--- src/rtl/core/padt_pkg.sv ---
// Package for the port allocate and demux table: sizes, operation and status codes,
// and the structs passed between the table store, the decision logic and the top level.
// No dependencies.
`timescale 1ns / 1ps

package padt_pkg;

   localparam int MODULE_COUNT = 256;
   localparam int PORT_COUNT   = 256;
   localparam int MODULE_AW    = $clog2(MODULE_COUNT);
   localparam int PORT_AW      = $clog2(PORT_COUNT);

   typedef enum logic [1:0] {
      OP_ASSIGN = 2'd0,
      OP_UP     = 2'd1,
      OP_DOWN   = 2'd2
   } padt_op_type;

   typedef enum logic [2:0] {
      ST_OK           = 3'd0,
      ST_DUP          = 3'd1,
      ST_UNKNOWN_PORT = 3'd2,
      ST_NO_PORT      = 3'd3,
      ST_FULL         = 3'd4
   } padt_status_type;

   typedef struct packed {
      logic       en;
      logic [7:0] mid;
      logic [8:0] port;
   } padt_wr_type;

   typedef struct packed {
      logic       mid_valid;
      logic [8:0] mid_port;
      logic [7:0] port_owner;
      logic [8:0] issued;
   } padt_view_type;

   typedef struct packed {
      padt_status_type status;
      logic [8:0]      port;
      logic [7:0]      target_id;
   } padt_rsp_type;

endpackage

--- src/rtl/core/padt_if.sv ---
// Valid/ready channel interfaces for request items and response items.
// No dependencies.
`timescale 1ns / 1ps

interface padt_req_if;
   logic        valid;
   logic        ready;
   logic [1:0]  operation;
   logic [7:0]  module_id;
   logic [15:0] dest_port;

   modport source (output valid, operation, module_id, dest_port, input ready);
   modport sink (input valid, operation, module_id, dest_port, output ready);
endinterface

interface padt_rsp_if;
   logic       valid;
   logic       ready;
   logic [2:0] status;
   logic [8:0] port;
   logic [7:0] target_id;

   modport source (output valid, status, port, target_id, input ready);
   modport sink (input valid, status, port, target_id, output ready);
endinterface

--- src/rtl/core/padt_tables.sv ---
// Table store: module-to-port and port-to-module memories, valid bits, issued count,
// registered reads with bypass of the write that lands on the read edge. Uses padt_pkg.
`timescale 1ns / 1ps

module padt_tables
   import padt_pkg::*;
(
   input  logic          clock,
   input  logic          reset,
   input  logic          rd_en,
   input  logic [7:0]    rd_mid,
   input  logic [15:0]   rd_dport,
   input  padt_wr_type   wr,
   output padt_view_type view
);

   logic [8:0]        pom_mem [MODULE_COUNT];
   logic [7:0]        mop_mem [PORT_COUNT];
   logic [MODULE_COUNT-1:0] valid_ff;
   logic [8:0]        issued_ff;
   logic [8:0]        issued_in;
   logic [8:0]        pom_rd_ff;
   logic [7:0]        mop_rd_ff;
   logic [7:0]        mid_ff;
   logic [15:0]       dport_ff;
   padt_wr_type       fwd_ff;
   logic [15:0]       rd_slot;
   logic [8:0]        wr_slot;

   assign rd_slot   = rd_dport - 16'd1;
   assign wr_slot   = wr.port - 9'd1;
   assign issued_in = wr.en ? issued_ff + 9'd1 : issued_ff;

   always_ff @(posedge clock) begin
      if (wr.en) begin
         pom_mem[wr.mid[MODULE_AW-1:0]] <= wr.port;
         mop_mem[wr_slot[PORT_AW-1:0]]  <= wr.mid;
      end
      if (rd_en) begin
         pom_rd_ff <= pom_mem[rd_mid[MODULE_AW-1:0]];
         mop_rd_ff <= mop_mem[rd_slot[PORT_AW-1:0]];
         mid_ff    <= rd_mid;
         dport_ff  <= rd_dport;
         fwd_ff    <= wr;
      end
   end

   always_ff @(posedge clock) begin
      if (reset) begin
         valid_ff  <= '0;
         issued_ff <= '0;
      end else begin
         issued_ff <= issued_in;
         if (wr.en) begin
            valid_ff[wr.mid[MODULE_AW-1:0]] <= 1'b1;
         end
      end
   end

   always_comb begin
      view.mid_valid  = valid_ff[mid_ff[MODULE_AW-1:0]];
      view.mid_port   = pom_rd_ff;
      view.port_owner = mop_rd_ff;
      view.issued     = issued_ff;
      if (fwd_ff.en && fwd_ff.mid == mid_ff) begin
         view.mid_port = fwd_ff.port;
      end
      if (fwd_ff.en && {7'd0, fwd_ff.port} == dport_ff) begin
         view.port_owner = fwd_ff.mid;
      end
   end

`ifndef SYNTHESIS
   a_issued_bound: assert property (@(posedge clock) disable iff (reset)
      32'(issued_ff) <= PORT_COUNT)
      else $error("issued count beyond port count");
   a_issued_step: assert property (@(posedge clock) disable iff (reset)
      wr.en |=> issued_ff == $past(issued_ff) + 9'd1)
      else $error("issued count did not advance on assign");
   a_write_port: assert property (@(posedge clock) disable iff (reset)
      wr.en |-> wr.port == issued_ff + 9'd1)
      else $error("assigned port is not the next sequential port");
`endif

endmodule

--- src/rtl/core/padt_decide.sv ---
// Decision logic for one item: status, port and target id, and the table write of an assign.
// Uses padt_pkg.
`timescale 1ns / 1ps

module padt_decide
   import padt_pkg::*;
(
   input  logic [1:0]    operation,
   input  logic [7:0]    module_id,
   input  logic [15:0]   dest_port,
   input  padt_view_type view,
   output padt_rsp_type  rsp,
   output padt_wr_type   wr
);

   logic id_out;
   logic port_bad;

   assign id_out   = 32'(module_id) >= MODULE_COUNT;
   assign port_bad = dest_port == 16'd0 || dest_port > {7'd0, view.issued}
                     || 32'(dest_port) > PORT_COUNT;

   always_comb begin
      rsp.status    = ST_OK;
      rsp.port      = '0;
      rsp.target_id = '0;
      wr.en         = 1'b0;
      wr.mid        = module_id;
      wr.port       = view.issued + 9'd1;
      case (padt_op_type'(operation))
         OP_ASSIGN: begin
            if (id_out) begin
               rsp.status = ST_FULL;
            end else if (view.mid_valid) begin
               rsp.status = ST_DUP;
            end else if (32'(view.issued) >= PORT_COUNT) begin
               rsp.status = ST_FULL;
            end else begin
               rsp.port = view.issued + 9'd1;
               wr.en    = 1'b1;
            end
         end
         OP_UP: begin
            if (port_bad) begin
               rsp.status = ST_UNKNOWN_PORT;
            end else begin
               rsp.port      = dest_port[8:0];
               rsp.target_id = view.port_owner;
            end
         end
         OP_DOWN: begin
            if (id_out || !view.mid_valid) begin
               rsp.status = ST_NO_PORT;
            end else begin
               rsp.port = view.mid_port;
            end
         end
         default: begin
            rsp.status = ST_OK;
         end
      endcase
   end

endmodule

--- src/rtl/core/port_allocate_and_demux_table.sv ---
// Port allocate and demux table: top level with request stage and response register.
// Uses padt_pkg, padt_if, padt_tables and padt_decide.
//
// Usage:
// The req channel carries an operation, a module id and a destination port. An assign
// hands the module id the next port number, starting from 1; an upward look-up maps a
// destination port to its owning module id; a downward look-up maps a module id to its
// port. The rsp channel returns one item per request with status, port and target id.
// A refused request leaves the tables unchanged.
// A request passes through the request stage, which registers the table reads, and then
// the response register, whose output is the rsp item. One item is accepted every cycle
// while rsp is not stalled; the table memories are read once per item and written once
// per successful assign, and a write is bypassed to the following item.
// When rsp is stalled the response is held, one more item is taken into the request
// stage, and req ready then drops until the response is taken.
// Reset clears the issued count and the module valid bits, so every module reads as
// having no port; both channels come up empty.
`timescale 1ns / 1ps

module port_allocate_and_demux_table
   import padt_pkg::*;
(
   input logic         clock,
   input logic         reset,
   padt_req_if.sink    req,
   padt_rsp_if.source  rsp
);

   logic          s1_valid_ff;
   logic          s1_valid_in;
   logic [1:0]    s1_op_ff;
   logic [7:0]    s1_mid_ff;
   logic [15:0]   s1_dport_ff;
   logic          rsp_valid_ff;
   logic          rsp_valid_in;
   padt_rsp_type  rsp_data_ff;
   padt_rsp_type  result;
   padt_wr_type   dec_wr;
   padt_wr_type   wr_cmd;
   padt_view_type view;
   logic          advance;
   logic          accept;
   logic          commit;

   assign advance = !rsp_valid_ff || rsp.ready;
   assign commit  = s1_valid_ff && advance;
   assign req.ready = !s1_valid_ff || advance;
   assign accept  = req.valid && req.ready;

   assign s1_valid_in  = accept ? 1'b1 : (advance ? 1'b0 : s1_valid_ff);
   assign rsp_valid_in = commit ? 1'b1 : (rsp.ready ? 1'b0 : rsp_valid_ff);

   always_comb begin
      wr_cmd    = dec_wr;
      wr_cmd.en = dec_wr.en && commit;
   end

   padt_tables u_tables (
      .clock    (clock),
      .reset    (reset),
      .rd_en    (accept),
      .rd_mid   (req.module_id),
      .rd_dport (req.dest_port),
      .wr       (wr_cmd),
      .view     (view)
   );

   padt_decide u_decide (
      .operation (s1_op_ff),
      .module_id (s1_mid_ff),
      .dest_port (s1_dport_ff),
      .view      (view),
      .rsp       (result),
      .wr        (dec_wr)
   );

   always_ff @(posedge clock) begin
      if (reset) begin
         s1_valid_ff  <= 1'b0;
         rsp_valid_ff <= 1'b0;
      end else begin
         s1_valid_ff  <= s1_valid_in;
         rsp_valid_ff <= rsp_valid_in;
      end
   end

   always_ff @(posedge clock) begin
      if (accept) begin
         s1_op_ff    <= req.operation;
         s1_mid_ff   <= req.module_id;
         s1_dport_ff <= req.dest_port;
      end
      if (commit) begin
         rsp_data_ff <= result;
      end
   end

   assign rsp.valid     = rsp_valid_ff;
   assign rsp.status    = rsp_data_ff.status;
   assign rsp.port      = rsp_data_ff.port;
   assign rsp.target_id = rsp_data_ff.target_id;

`ifndef SYNTHESIS
   a_no_fail_fields: assert property (@(posedge clock) disable iff (reset)
      rsp_valid_ff && rsp_data_ff.status != ST_OK |->
         rsp_data_ff.port == 9'd0 && rsp_data_ff.target_id == 8'd0)
      else $error("refused item carries a port or target id");
   a_accept_fills: assert property (@(posedge clock) disable iff (reset)
      accept |=> s1_valid_ff)
      else $error("accepted item lost from request stage");
   a_commit_fills: assert property (@(posedge clock) disable iff (reset)
      commit |=> rsp_valid_ff)
      else $error("finished item not presented on response");
`endif

endmodule

--- src/flat_wrapper.sv ---
// flat-port wrapper written by rule: the top's interface ports become plain ports
module port_allocate_and_demux_table_flat import padt_pkg::*;
  (clock, reset, req_valid, req_operation, req_module_id, req_dest_port, req_ready, rsp_valid, rsp_status, rsp_port, rsp_target_id, rsp_ready);
  padt_req_if req_i ();
  padt_rsp_if rsp_i ();
  input logic clock;
  input logic reset;
  input wire logic [$bits(req_i.valid)-1:0] req_valid;
  input wire logic [$bits(req_i.operation)-1:0] req_operation;
  input wire logic [$bits(req_i.module_id)-1:0] req_module_id;
  input wire logic [$bits(req_i.dest_port)-1:0] req_dest_port;
  output wire logic [$bits(req_i.ready)-1:0] req_ready;
  output wire logic [$bits(rsp_i.valid)-1:0] rsp_valid;
  output wire logic [$bits(rsp_i.status)-1:0] rsp_status;
  output wire logic [$bits(rsp_i.port)-1:0] rsp_port;
  output wire logic [$bits(rsp_i.target_id)-1:0] rsp_target_id;
  input wire logic [$bits(rsp_i.ready)-1:0] rsp_ready;
  assign req_i.valid = req_valid;
  assign req_i.operation = req_operation;
  assign req_i.module_id = req_module_id;
  assign req_i.dest_port = req_dest_port;
  assign req_ready = req_i.ready;
  assign rsp_valid = rsp_i.valid;
  assign rsp_status = rsp_i.status;
  assign rsp_port = rsp_i.port;
  assign rsp_target_id = rsp_i.target_id;
  assign rsp_i.ready = rsp_ready;
  port_allocate_and_demux_table u_core (.clock(clock), .reset(reset), .req(req_i), .rsp(rsp_i));
endmodule
--- config.mk ---
export PLATFORM = sky130hd
export DESIGN_NAME = port_allocate_and_demux_table_flat
export DESIGN_NICKNAME = d
export VERILOG_FILES = /design/src/rtl/core/padt_pkg.sv /design/src/rtl/core/padt_if.sv /design/src/rtl/core/padt_tables.sv /design/src/rtl/core/padt_decide.sv /design/src/rtl/core/port_allocate_and_demux_table.sv /design/src/flat_wrapper.sv
export SDC_FILE = /design/constraint.sdc
export NUM_CORES = 2
export LEC_CHECK = 0
export BUFFER_PORTS_ARGS = -buffer_cell sky130_fd_sc_hd__buf_2
export CORE_ASPECT_RATIO = 0.8
export CORE_MARGIN = 8
export CORE_UTILIZATION = 28
export CTS_CLUSTER_SIZE = 30
export DETAILED_ROUTE_END_ITERATION = 6
export PLACE_DENSITY_LB_ADDON = 0.25
export SLEW_MARGIN = 20
export SYNTH_ARGS = -nofsm -noshare
export SYNTH_HDL_FRONTEND = slang
export SYNTH_MEMORY_MAX_BITS = 65536
export SYNTH_SLANG_ARGS = --single-unit
--- constraint.sdc ---
create_clock -name clock -period 11.2 [get_ports clock]
set_input_delay 1.12 -clock clock [delete_from_list [all_inputs] [get_ports clock]]
set_output_delay 1.12 -clock clock [all_outputs]
set_load 0.01 [all_outputs]
; ---- Word-level counts from Yosys, hierarchy flattened
; Memories as Yosys holds them, arrays and structs flattened. A register that Yosys moved wholly into a read port is not among the register bits.
; Cells that the tools add are included.
[totals]
register_bits = 331
ramBits = 4352
input_bits = 30
out_inout_bits = 22
word_cells = 71
n_memories = 2
[classes]
n_addsub = 3
magnitude_cmp = 5
eq_ne = 4
n_mux = 25
n_bitwise = 2
n_reduce_logical = 17
[memory_table]
columns = name, words, width, read_ports, rd_clocked_by_memory_dff, wr, line_no
row1 = u_core.u_tables.pom_mem, 256, 9, 1, 1, 1, padt_tables.sv:17  ; logic [8:0] pom_mem [MODULE_COUNT];
row2 = u_core.u_tables.mop_mem, 256, 8, 1, 1, 1, padt_tables.sv:18  ; logic [7:0] mop_mem [PORT_COUNT];
[ops]
columns = operator, count
row1 = 256-bit bitwise OR, 1
row2 = 9-bit two-way mux, 4
row3 = 9-bit one-hot mux with 3 select lines, 1
row4 = 17-bit two-way mux, 1
row5 = 9-bit by 16-bit == test with 1-bit output, 1
row6 = 16-bit by 9-bit greater-than comparator with 1-bit output, 1
row7 = "16-bit by 9-bit greater-than comparator with 1-bit output, second input constant", 1
row8 = 16-bit logical NOT, 1
row9 = "8-bit by 1-bit subtractor with 8-bit output, second input constant", 2
row10 = 1-bit two-way mux, 11
row11 = "9-bit by 1-bit adder with 9-bit output, second input constant", 1
row12 = "9-bit greater-or-equal comparator, second input constant", 1
row13 = "8-bit by 9-bit less-than comparator with 1-bit output, second input constant", 1
row14 = 3-bit one-hot mux with 3 select lines, 1
row15 = 1-bit binary-select mux with 8-bit select, 1
row16 = 1-bit demux with 8-bit select, 1
row17 = 8-bit == test, 1
row18 = "8-bit by 1-bit greater-or-equal comparator with 1-bit output, second input constant", 1
row19 = 8-bit two-way mux, 1
row20 = 1-bit logical AND, 6
row21 = 3-bit two-way mux, 2
row22 = 1-bit logical OR, 4
row23 = 2-bit two-way mux, 2
row24 = 2-bit nonzero test, 2
row25 = other kinds (6), 7

; ---- Logic depth before layout (Yosys ltp)
[depth]
ltp_word = 7
depth_mapped = 16
depth_no_buf = 10

; ---- Hierarchy
; A second synthesis with hierarchy kept.
[hier_totals]
cells_unflattened = 9819
area_unflattened_um2 = 183693.7
[modules_own_cells]
columns = mod, n_inst, cells_each, area_per_inst_um2, seq_area_each_um2
row1 = padt_tables, 1, 9645, 181346.4, 137762.1
row2 = port_allocate_and_demux_table, 1, 57, 1490.2, 1421.4
row3 = padt_decide, 1, 117, 857.1, 0.0

; ---- Worst setup path after synthesis
; Ideal clock, no wire load.
[synth_timing]
kind = reg-to-reg
start = reg u_core.u_tables.issued_ff[2]
end = mem u_core.u_tables.mop_mem[10][0], enable pin
setup_time_ns = 0.370
arrival_time_ns = 10.770
required_ns = 10.830
path_slack_ns = 0.060
stages_incl_launch_ff = 9
path_buffers = 2
period_less_slack_ns = 11.140
cell_sequence = dfxtp_1 clkbuf_1 nand3_1 xnor2_1 nor4_1 xnor2_1 nand4_4 buf_2 nor2_1
[synth_lines]
columns = element, line_no
row1 = "start, declared", padt_tables.sv:20  ; logic [8:0] issued_ff;
row2 = "start signal, assigned", padt_tables.sv:53  ; issued_ff <= issued_in;
row3 = "end, declared", padt_tables.sv:18

; ---- Worst setup path after layout
[layout_timing]
start = reg u_core.u_tables.mid_ff[5]
end = reg u_core.u_tables.valid_ff[189]
[layout_via]
elab_chain_cells = 5
elab_cells_between_ends = 11
classes_between = 2 x order compare / 6 x mux / 1 x bitwise / 2 x reduce/logical
[layout_lines]
columns = element, line_no
row1 = "start, declared", padt_tables.sv:24  ; logic [7:0] mid_ff;
row2 = "start signal, assigned", padt_tables.sv:42  ; mid_ff <= rd_mid;
row3 = 1-bit binary-select mux with 8-bit select (tied with other cells), padt_tables.sv:61  ; view.mid_valid = valid_ff[mid_ff[MODULE_AW-1:0]];
row4 = 1-bit two-way mux (implied by the code) or 1-bit logical AND (tied branches), --
row5 = "1-bit two-way mux, on equally long branches", --
row6 = 1-bit two-way mux or 1-bit demux with 8-bit select (tied branches), --
row7 = 1-bit logical AND or 256-bit bitwise OR (tied branches), --
row8 = "end signal, assigned", padt_tables.sv:50  ; valid_ff <= '0;
row9 = "end signal, assigned by index", padt_tables.sv:55  ; valid_ff[wr.mid[MODULE_AW-1:0]] <= 1'b1;
row10 = "end, declared", padt_tables.sv:19  ; logic [MODULE_COUNT-1:0] valid_ff;
; Parallel ways exist; a longest one is shown, timed or not. The select of a mux whose other input is x is not followed.
; A chain may end at the register's enable or synchronous reset.

==> impl_metrics.yaml <==
status:
  run_status: "finished, violations left"
  failed_checks: "DRC"
sta:
  fin_crit_sh: 0.541
  min_period_ns: 6.06
  max_freq_ghz: 0.165
  slew_headroom: 0.205
  setup_viol: 0
  fin_tns_setup_ns: 0
  rsz0062_at_grt: "false"
  holdWs_ns: 0.246
  worst_slack_ns: 5.14
  slew_viol_final: 0
  hold_viol_final: 0
  tightest_slew_ns: 1.19
  clock_skew_ns: 0.131
min_path:
  whs_path_depth: 1
  min-delay-start: "req_dest_port[15]"
  min_path_type: "in -> reg"
  worstHoldEndpoint: "u_core.u_tables.dport_ff[15]$_DFFE_PP_"
cts:
  ctsHoldBuffers: 0
  insertion_delay_ns: 1.05
  clock_sinks: 4700
  numCtsBuffers: 483
  cts-resized-gates: 0
  cts_tree: "built"
  cts_root_buffer: "clkbuf_16"
  cts_setup_buffers: 0
  cts-htree-levels: 5
  cts.clk_slew.worst_paths_ns: 0.06
  cts_buffer_depth: 4
routing:
  num_vias: 90400
  via_per_inst: 5.09
  drtIter0Drc: 11100
  routed_wl_um: 524000
  drc: 22
  drt_pre_antenna_iters: 7
  routedWlPerCell_um: 29.5
  ant_nets: 0
synthesis:
  synth-compound-area-share: 0.0151
  yosysWarnings: 0
  synth_area_leaders: "edfxtp_1 73%, mux4_2 18%, dfxtp_1 2.9%, a41oi_1 1.2%, nor2_1 1.2%"
  synth_top_area_share: 0.726
  synth_xor_area_frac: 0.00191
  netlist_instances: 8306
  ys_ff_latch: 4700
  yosysUniqueCellTypes: 51
  syn_nets: 8352
  synthAdderAreaFrac: 0.00109
  syn_area_um2: 183000
  synth_edf_count: 4433
  synth_top_family_by_area: "multiplexers"
  synth_mux_area_frac: 0.187
  synth-simple-area-share: 0.0257
  synth_top_area_cell: "edfxtp_1"
  synth_area_per_cell_um2: 22.1
  async_flop_share: 0
  ys_seq_area_frac: 0.755
  synthFlopType: "edfxtp_1"
power_and_ir_drop:
  switching_share: 0.219
  p_clk_frac: 0.436
  pwr_density_cell_nw_per_um2: 176
  pwr-share-comb: 0.052
  power_leakage_nw: 64.1
  ir_worst_vdd_mv: 0.144
  p_int_w: 0.0292
  power_frac_seq: 0.512
  p_sw_w: 0.00818
worst_setup_path:
  crit-reg2reg-launch: "u_core.u_tables.mid_ff[5]$_DFFE_PP_"
  start_kind: "flip-flop"
  crit_type: "reg -> reg"
  required_ns: 12.09
  r2r-end: "u_core.u_tables.valid_ff[189]$_SDFFE_PP0P_"
  worstPathArrival_ns: 6.95
  regToRegSetupSlack_ns: 5.14
  setup.worst_path.end_class: "flip-flop"
  rr_worst_depth: 11
  path_max_fanout: 123
flow_run:
  maxCapViolations: 0
floorplan:
  io_pins: 52
  die_area_um2: 681000
  initial_core_util: 0.281
  die_y_um: 740
  die_w_um: 921
  coreArea_um2: 652000
  num_rows: 265
layout:
  multi_input_area_um2: 43300
  regArea_um2: 138000
  finalNetCount: 8673
  fillers: 60900
  syn2layout_area_growth_pct: 15.7
  layout_common_cells: "4433 x edfxtp_1, 1497 x mux4_2, 552 x nor2_1"
  post-route-util: 0.326
  layout-drive-gt1-share: 0.313
  fin_area_um2: 212000
  mostFrequentLayoutCell: "edfxtp_1"
global_route:
  grt_pass1_wl_um: 736000
  grt_max_degree: 159
  grt_pass1_vias: 90900
  grtUsageTotal: 0.148
  antenna_found_initial: 47
  grt_overflow: 0
place:
  dp_slack_ns: 4.48
  io_buffers: 51
  place_congestion: 0.824
  dpl_cell_area_um2: 196000
  hpwl_um: 320000
[critical path, stage by stage, from the launching register on]
cell	delay, ns
edfxtp_1	0.70
buf_12	0.38
nand2b_1	0.53
o22a_1	0.29
nand3_1	0.20
and3_1	0.29
o22ai_4	0.26
buf_4	0.44
buf_4	0.89
buf_4	0.88
a41oi_1	0.26
nor2_1	0.17
[per-layer routing]
| layer | part of all wire | global-route usage |
|---|---|---|
| met5 | 0.000092 | 0.000281 |
| met4 | 0.023 | 0.0320 |
| met3 | 0.073 | 0.0269 |
| met2 | 0.45 | 0.222 |
| met1 | 0.46 | 0.224 |
[sequential cells by signal, indices dropped and copies added, names as in the netlist]
| signal | count |
|---|---|
| u_core.u_tables.issued_ff | 9 |
| u_core.rsp.port | 9 |
| u_core.u_tables.dport_ff | 16 |
| u_core.rsp.target_id | 8 |
| u_core.s1_op_ff | 2 |
| u_core.u_tables.valid_ff | 256 |
| u_core.s1_valid_ff | 1 |
| u_core.u_tables.mop_rd_ff | 8 |
| u_core.rsp.valid | 1 |
| u_core.u_tables.mop_mem | 2048 |
| u_core.u_tables.mid_ff | 8 |
| u_core.u_tables.pom_mem | 2304 |
| u_core.u_tables.fwd_ff | 18 |
| u_core.u_tables.pom_rd_ff | 9 |
| u_core.rsp.status | 3 |
[layout make-up]
cell class                      instances  area share
Sequential cell                      4700       0.653
Multi-Input combinational cell       3019       0.204
Clock buffer                          592      0.0601
Tap cell                             8677      0.0512
Timing Repair Buffer                  407      0.0157
Clock inverter                        314      0.0155
Inverter                               16    0.000354
Antenna cell                           18    0.000212
[stage by stage]
step,power [W],std cells
2_1_floorplan,0.0207,8306
3_3_place_gp,0.0215,16800
3_5_place_dp,0.0215,16800
4_1_cts,0.0378,17700
5_1_grt,0.0384,17700
6_report,0.0374,17700
[logic make-up after synthesis]
kind of cell / after synthesis
flip-flops: 4700
adder cells (fa/ha/maj): 16
AND/OR/NAND/NOR: 1078
XOR/XNOR: 40
AO/OA/AOI/OAI: 327
multiplexers: 1558
buffers and inverters: 587
[power by group through the flow]
stage | Clock, W | Combinational (W) | Sequential [W]
2_1_floorplan | 0 | 0.00112 | 0.0196
3_3_place_gp | 0 | 0.00196 | 0.0195
3_5_place_dp | 0 | 0.00198 | 0.0195
4_1_cts | 0.0166 | 0.00198 | 0.0191
5_1_grt | 0.0172 | 0.00204 | 0.0191
6_report | 0.0163 | 0.00195 | 0.0191
[synth_stat cells (all sizes together) (10+ instances only)]
library cell / count
a22oi: 10
mux4: 1497
nand2b: 13
nor2b: 15
a41oi: 256
ha: 16
nor2: 571
xnor2: 24
inv: 16
mux2i: 56
nand3: 25
and2: 13
xor2: 16
dfxtp: 267
edfxtp: 4433
nor3: 288
nand4: 18
a21oi: 18
nand2: 110
buf: 234
clkbuf: 337
[how the worst max path moves through the flow]
stage                                                       to                                       from  slack [ns]
CTS                 u_core.u_tables.valid_ff[189]$_SDFFE_PP0P_        u_core.u_tables.mid_ff[0]$_DFFE_PP_        5.15
finish              u_core.u_tables.valid_ff[189]$_SDFFE_PP0P_        u_core.u_tables.mid_ff[5]$_DFFE_PP_        5.14
floorplan             u_core.u_tables.mop_mem[10][0]$_DFFE_PP_  u_core.u_tables.issued_ff[2]$_SDFFE_PP0P_        0.06
global placement        u_core.u_tables.mop_rd_ff[1]$_DFFE_PP_                           req_dest_port[0]        4.53
global route        u_core.u_tables.valid_ff[248]$_SDFFE_PP0P_        u_core.u_tables.mid_ff[0]$_DFFE_PP_        4.82
detailed placement      u_core.u_tables.mop_rd_ff[1]$_DFFE_PP_                           req_dest_port[0]        4.48
No activity file was read; power rests on OpenSTA's default activity.
